File: src/rtl/core/cdwa_pkg.sv
// ----------------------------------------------------------------------------
// cdwa_pkg
// Shared types and constants for the counter delta weighted average unit.
// ----------------------------------------------------------------------------
package cdwa_pkg;

   // field widths
   localparam int unsigned COUNT_W = 16;
   localparam int unsigned RATE_W  = 16;

   // filter taps, oldest first, weights sum to WEIGHT_TOTAL
   localparam int unsigned TAPS      = 10;
   localparam int unsigned HALF_TAPS = TAPS / 2;
   localparam int unsigned WEIGHT_W  = 11;
   localparam logic [WEIGHT_W-1:0] TAP_WEIGHT [TAPS] = '{
      11'd10, 11'd20, 11'd20, 11'd25, 11'd25,
      11'd50, 11'd50, 11'd100, 11'd300, 11'd1400
   };
   localparam int unsigned WEIGHT_TOTAL = 2000;

   // saturation: any sum at or above this divides to more than RATE_MAX
   localparam int unsigned SAT_LIMIT = WEIGHT_TOTAL * 65536;
   localparam int unsigned SAT_W     = 27;
   localparam logic [RATE_W-1:0] RATE_MAX = '1;

   // divide by 2000 = shift by 4, then multiply by reciprocal of 125
   localparam int unsigned PRE_SHIFT = 4;
   localparam int unsigned X_W       = SAT_W - PRE_SHIFT;
   localparam int unsigned DIV_SHIFT = 30;
   localparam int unsigned MULT_W    = 24;
   localparam logic [MULT_W-1:0] DIV_MULT = 24'd8589935;
   localparam int unsigned PROD_W    = X_W + MULT_W;

   // pipeline advance strobes
   typedef struct packed {
      logic hist;
      logic s1;
      logic s2;
      logic s3;
      logic out;
   } stage_en_type;

endpackage

File: src/rtl/core/cdwa_channel.sv
// ----------------------------------------------------------------------------
// cdwa_channel
// One channel datapath: counter delta, 10-tap history, weighted sum, divide
// by 2000 with saturation.
// ----------------------------------------------------------------------------
module cdwa_channel #(
   parameter int unsigned COUNTER_BITS = 16
) (
   input  logic                          clock,
   input  logic                          reset,
   input  cdwa_pkg::stage_en_type        en,
   input  logic [cdwa_pkg::COUNT_W-1:0]  count_in,
   output logic [cdwa_pkg::RATE_W-1:0]   rate_out
);

   localparam int unsigned SUM_W = COUNTER_BITS + cdwa_pkg::WEIGHT_W;
   localparam int unsigned CMP_W = (SUM_W > cdwa_pkg::SAT_W) ? SUM_W : cdwa_pkg::SAT_W;

   logic [COUNTER_BITS-1:0] now;
   logic [COUNTER_BITS-1:0] delta;
   logic [COUNTER_BITS-1:0] prev_ff;
   logic [COUNTER_BITS-1:0] hist_ff [cdwa_pkg::TAPS];

   logic [SUM_W-1:0] psum_lo_in, psum_lo_ff;
   logic [SUM_W-1:0] psum_hi_in, psum_hi_ff;

   logic [SUM_W-1:0]           total;
   logic [CMP_W-1:0]           total_ext;
   logic [cdwa_pkg::X_W-1:0]   x_ff;
   logic                       sat2_ff;

   logic [cdwa_pkg::PROD_W-1:0] prod_in, prod_ff;
   logic                        sat3_ff;

   logic [cdwa_pkg::RATE_W-1:0] rate_in, rate_ff;

   // modular delta against previous reading
   assign now   = COUNTER_BITS'(count_in);
   assign delta = now - prev_ff;

   always_ff @(posedge clock) begin
      if (reset) begin
         prev_ff <= '0;
         for (int t = 0; t < cdwa_pkg::TAPS; t++) begin
            hist_ff[t] <= '0;
         end
      end else if (en.hist) begin
         prev_ff <= now;
         for (int t = 0; t < cdwa_pkg::TAPS - 1; t++) begin
            hist_ff[t] <= hist_ff[t+1];
         end
         hist_ff[cdwa_pkg::TAPS-1] <= delta;
      end
   end

   // weighted partial sums, older and newer half
   always_comb begin
      psum_lo_in = '0;
      psum_hi_in = '0;
      for (int t = 0; t < cdwa_pkg::HALF_TAPS; t++) begin
         psum_lo_in = psum_lo_in
                    + SUM_W'(hist_ff[t]) * SUM_W'(cdwa_pkg::TAP_WEIGHT[t]);
         psum_hi_in = psum_hi_in
                    + SUM_W'(hist_ff[t + cdwa_pkg::HALF_TAPS])
                    * SUM_W'(cdwa_pkg::TAP_WEIGHT[t + cdwa_pkg::HALF_TAPS]);
      end
   end

   assign total     = psum_lo_ff + psum_hi_ff;
   assign total_ext = CMP_W'(total);

   assign prod_in = cdwa_pkg::PROD_W'(x_ff) * cdwa_pkg::PROD_W'(cdwa_pkg::DIV_MULT);
   assign rate_in = sat3_ff ? cdwa_pkg::RATE_MAX
                            : prod_ff[cdwa_pkg::DIV_SHIFT +: cdwa_pkg::RATE_W];

   always_ff @(posedge clock) begin
      if (en.s1) begin
         psum_lo_ff <= psum_lo_in;
         psum_hi_ff <= psum_hi_in;
      end
      if (en.s2) begin
         x_ff    <= total_ext[cdwa_pkg::PRE_SHIFT +: cdwa_pkg::X_W];
         sat2_ff <= (total_ext >= CMP_W'(cdwa_pkg::SAT_LIMIT));
      end
      if (en.s3) begin
         prod_ff <= prod_in;
         sat3_ff <= sat2_ff;
      end
      if (en.out) begin
         rate_ff <= rate_in;
      end
   end

   assign rate_out = rate_ff;

endmodule

File: config.mk
export PLATFORM = sky130hd
export DESIGN_NAME = cdwa_channel
export DESIGN_NICKNAME = d
export VERILOG_FILES = /design/src/rtl/core/cdwa_pkg.sv /design/src/rtl/core/cdwa_channel.sv
export SDC_FILE = /design/constraint.sdc
export NUM_CORES = 2
export LEC_CHECK = 0
export BUFFER_PORTS_ARGS = -buffer_cell sky130_fd_sc_hd__buf_4
export CORE_AREA = 2 2 245 247
export CTS_CLUSTER_DIAMETER = 50
export DETAILED_ROUTE_END_ITERATION = 10
export DIE_AREA = 0 0 247 249
export PLACE_DENSITY = 0.81
export SYNTH_ARGS = -nofsm -noshare
export SYNTH_HDL_FRONTEND = slang
export SYNTH_SLANG_ARGS = --single-unit
export TNS_END_PERCENT = 50
File: constraint.sdc
create_clock -name clock -period 7.71 [get_ports clock]
set_input_delay 1.1565 -clock clock [delete_from_list [all_inputs] [get_ports clock]]
set_output_delay 1.1565 -clock clock [all_outputs]
set_load 0.05 [all_outputs]
# == Word level (Yosys, flattened, before mapping) ==
# Memory sizes are Yosys's and may differ from the RTL's.
# Cells that the tools add are included.
# classes
addsub,10
mul,11
div_mod_pow,0
magnitude_cmp,1
eq_ne,0
shifts,0
mux,15
bitwise,10
n_reduce_logical,0
# op_table
op,n
two-way mux 16 bit,10
multiplier 16 x 5 -> 21 bit (second input constant),5
multiplier 16 x 3 -> 19 bit (second input constant),3
multiplier 23 x 24 -> 46 bit (second input constant),1
adder 26 x 27 -> 27 bit,1
adder 27 bit,1
greater-or-equal comparator 27 bit (second input constant),1
adder 24 x 25 -> 26 bit,1
adder 24 x 21 -> 25 bit,1
adder 23 x 21 -> 24 bit,1
adder 23 x 23 -> 24 bit,1
multiplier 16 x 8 -> 24 bit (second input constant),1
adder 22 x 21 -> 23 bit,1
adder 22 x 22 -> 23 bit,1
multiplier 16 x 7 -> 23 bit (second input constant),1
adder 20 x 21 -> 22 bit,1
subtractor 16 bit,1
OR 1 bit,10
two-way mux 1 bit,5
# totals
ff_bits,157
latchBits,0
ram_bits,160
mem_bits_ro,0
mem_count,1
# memory_table
memory,words,word_bits,read_ports,rd_clocked_by_memory_dff,write_ports,line_no,source
hist_ff,10,16,10,0,10,cdwa_channel.sv:22,logic [COUNTER_BITS-1:0] hist_ff [cdwa_pkg::TAPS];

# == Logic depth before layout (Yosys ltp) ==
# An unclocked memory read counts as a cell.
# depth
depth_word,6
mapped_depth,29
depth_no_buf,29

# == Worst setup path before layout ==
# OpenSTA, ideal clock, no wires.
# synth_path
path_type,reg-to-reg
start,"memory hist_ff[5][2], in the netlist hist_ff[0][82]"
end,"register psum_hi_ff[26], data pin"
setup_time_ps,268
t_arrival_ps,6773
setup_slack_ps,669
path_stages_with_launch,26
path_cell_list,edfxtp_1 > ha_1 > ha_1 > fa_1 > ha_1 > a21oi_1 > nor2b_1 > o21a_1 > o311a_1 > nor4b_1 > o31ai_1 > a21oi_1 > xnor2_1 > fa_1 > fa_1 > inv_1 > fa_1 > inv_1 > ha_1 > nand2_1 > nor2_1 > a221o_1 > o41a_4 > a31o_1 > a211o_1 > xor2_1
# synth_rtl
item,line_no,source
from (decl),cdwa_channel.sv:22,
to (signal assigned),cdwa_channel.sv:79,psum_hi_ff <= psum_hi_in;
to (decl),cdwa_channel.sv:25,"logic [SUM_W-1:0] psum_hi_in, psum_hi_ff;"

==> run summary <==
Achievable Freq: 134 MHz
grt ovf: 0
first-pass detailed-route iteration total: 7
hpwl dp: 67300 µm
clock slew seen by the registers of the worst setup and hold paths: 0.06 ns
max_cap viols: 0
antenna-violating nets left: 0
Post-synth EDFFs: 266
top cell type's share of synthesized area: 25.1%
post-CTS setup buffers: 0
Residual DRC: 0
PortBufs: 38
Root Driver: clkbuf_16
pin count of the biggest net entering global routing: 98
Main synth FF type: edfxtp_1
first-pass GRT wire length: 136000 µm
io pins: 39
DIE AREA: 61500 µm²
Yosys cell types: 68
starting density of the core: 64.9%
clk_lat worst skew: 0.57 ns
DRT Wirelength: 81500 µm
Final Net Count: 4986
FP Rows: 89
core area: 58700 µm²
vias in the first global route: 27.0k
Yosys warning count: 0
Worst Clk Skew: 0.0160 ns
CTS tree: yes
1st-iter DRT viols: 1427
Setup CP Type: register to register
Worst Hold Class: register to register
Final Max Tran Viols: 0
initial antenna violation count: 1
synth top area cells: ha_1 25%, fa_1 23%, edfxtp_1 21%, inv_1 9.0%, xnor2_1 3.2%
Tot GR Track Use: 27.9%
Clock Path Buffers: 3
Cells after Synth: 3673
RSZ-0062 raised after global routing: true
Seq/Total Area, Yosys: 21.8%
Synth area leader: ha_1
TNS Setup: 0 ns
slew margin rel.: 29.7%
CTS H-Tree Depth: 2
Final Hold Fails: 0
Mapped Area: 38100 µm²
Crit Path Max Fanout: 4
commonest non-fill, non-tap cell in the layout: inv_1
Worst Path Required: 8.01 ns
routability cong.: 0.931
Layout area overhead: 7.31%
# clock sinks: 282
status: complete, no violations
critical path launch point type: register
Syn Nets: 4901
worst slew pin tran: 1.05 ns
crit path DAT: 7.76 ns
FF+latch count, synth: 282
Post-synth ARST share: 0%
setup violators final: 0
Avg Cell Area, Syn: 10.4 µm²
commonest non-fill, non-tap cells in the layout: 917 x inv_1, 765 x ha_1, 440 x fa_1
via count: 25.3k
detailed-route vias per instance: 5.55
Die X: 247 µm
Tmin final: 7.45 ns
DR WL/cell: 17.9 µm
cts bufs inserted: 38
Critical Path Sink Type: register
Die Y: 249 µm
crit share post-route: 96.7%
layout cells sized above 1: 5.02%
## final timing paths
kind | slack (ns) | end | depth (start not counted) | from
max reg2reg | 0.26 | psum_hi_ff[26] | 25 | hist_ff[0][113]
min reg2reg | 0.42 | sat3_ff | 0 | sat2_ff
min | 0.42 | sat3_ff | 0 | sat2_ff
max | 0.26 | psum_hi_ff[26] | 25 | hist_ff[0][113]
## through the flow
stage	worst slack, ns	util, %	instances	instance area, µm²	hold slack [ns]
2_1_floorplan	0.669	-	3673	38100	0.400
3_3_place_gp	0.236	67.3	4491	39500	0.406
3_5_place_dp	0.141	67.3	4491	39500	0.412
4_1_cts	0.114	69.5	4561	40800	0.426
5_1_grt	-0.0793	69.6	4562	40800	0.439
6_report	0.255	69.6	4562	40800	0.425
## kinds of logic after synthesis
logic type	share of synthesized area [%]
xor+xnor	4.81
flops	21.8
simple gates	7.36
fa+ha+maj	48.3
mux	0.447
compound gates	7.97
buf+inv	9.29
## cell type report
type | instances | area (µm²)
timing repair buffer | 70 | 538
antenna | 1 | 2.50
clock buffer | 47 | 1010
inverter | 917 | 3440
sequential | 282 | 8310
clock inverter | 23 | 294
tap | 773 | 967
fill | 4178 | 17800
multi-input combinational | 2449 | 26300
## worst max-delay path, stage by stage, from the launching register on
cell	delay (ns)
edfxtp_1	0.46
ha_1	0.34
ha_1	0.28
ha_1	0.33
ha_1	0.29
a21o_1	0.17
a21oi_1	0.23
o21bai_1	0.18
o311ai_1	0.51
nand3_1	0.23
a31o_2	0.29
a21oi_1	0.17
xnor2_1	0.17
fa_1	0.48
fa_1	0.54
inv_1	0.05
fa_1	0.53
inv_1	0.04
ha_1	0.34
nand2_1	0.10
nor2_1	0.04
a221o_1	0.35
o41a_4	0.39
a31o_1	0.22
a211o_1	0.30
xor2_1	0.16
## Yosys cell counts, drive strengths merged (9+ instances only)
cell / n
o21a: 26
a21o: 77
nand2: 85
and2: 99
fa: 440
and3: 15
xor2: 71
o211ai: 11
nand3: 36
nand2b: 19
nor2b: 27
inv: 917
a21oi: 138
ha: 765
dfxtp: 16
nor2: 168
o21bai: 19
clkbuf: 21
mux2i: 17
a31o: 10
or3: 18
xnor2: 138
o21ai: 67
a21boi: 9
a211oi: 24
nor3: 48
or2: 28
a31oi: 11
o31ai: 9
edfxtp: 266
## flip-flops by register name, indices dropped and copies added, names as in the netlist
signal / count
x_ff: 23
sat3_ff: 1
sat2_ff: 1
hist_ff: 160
prod_ff: 16
prev_ff: 16
psum_hi_ff: 26
psum_lo_ff: 23
rate_out: 16
## timing repair
action                     4_1_cts  5_1_grt
setup endpoints to repair        0        6
gates resized for setup          0       12
hold buffers                     0        0
## per-layer routing
metal	up-vias	wire [µm]	track usage (%)
met5	-	0	0
met1	12400	34500	36.2
met2	610	39900	47.8
li1	12200	-	-
met3	179	3630	3.08
met4	0	3520	11.1
Power is not shown: default switching activity piles up to over one toggle a cycle in this logic, so the estimate is an artifact.
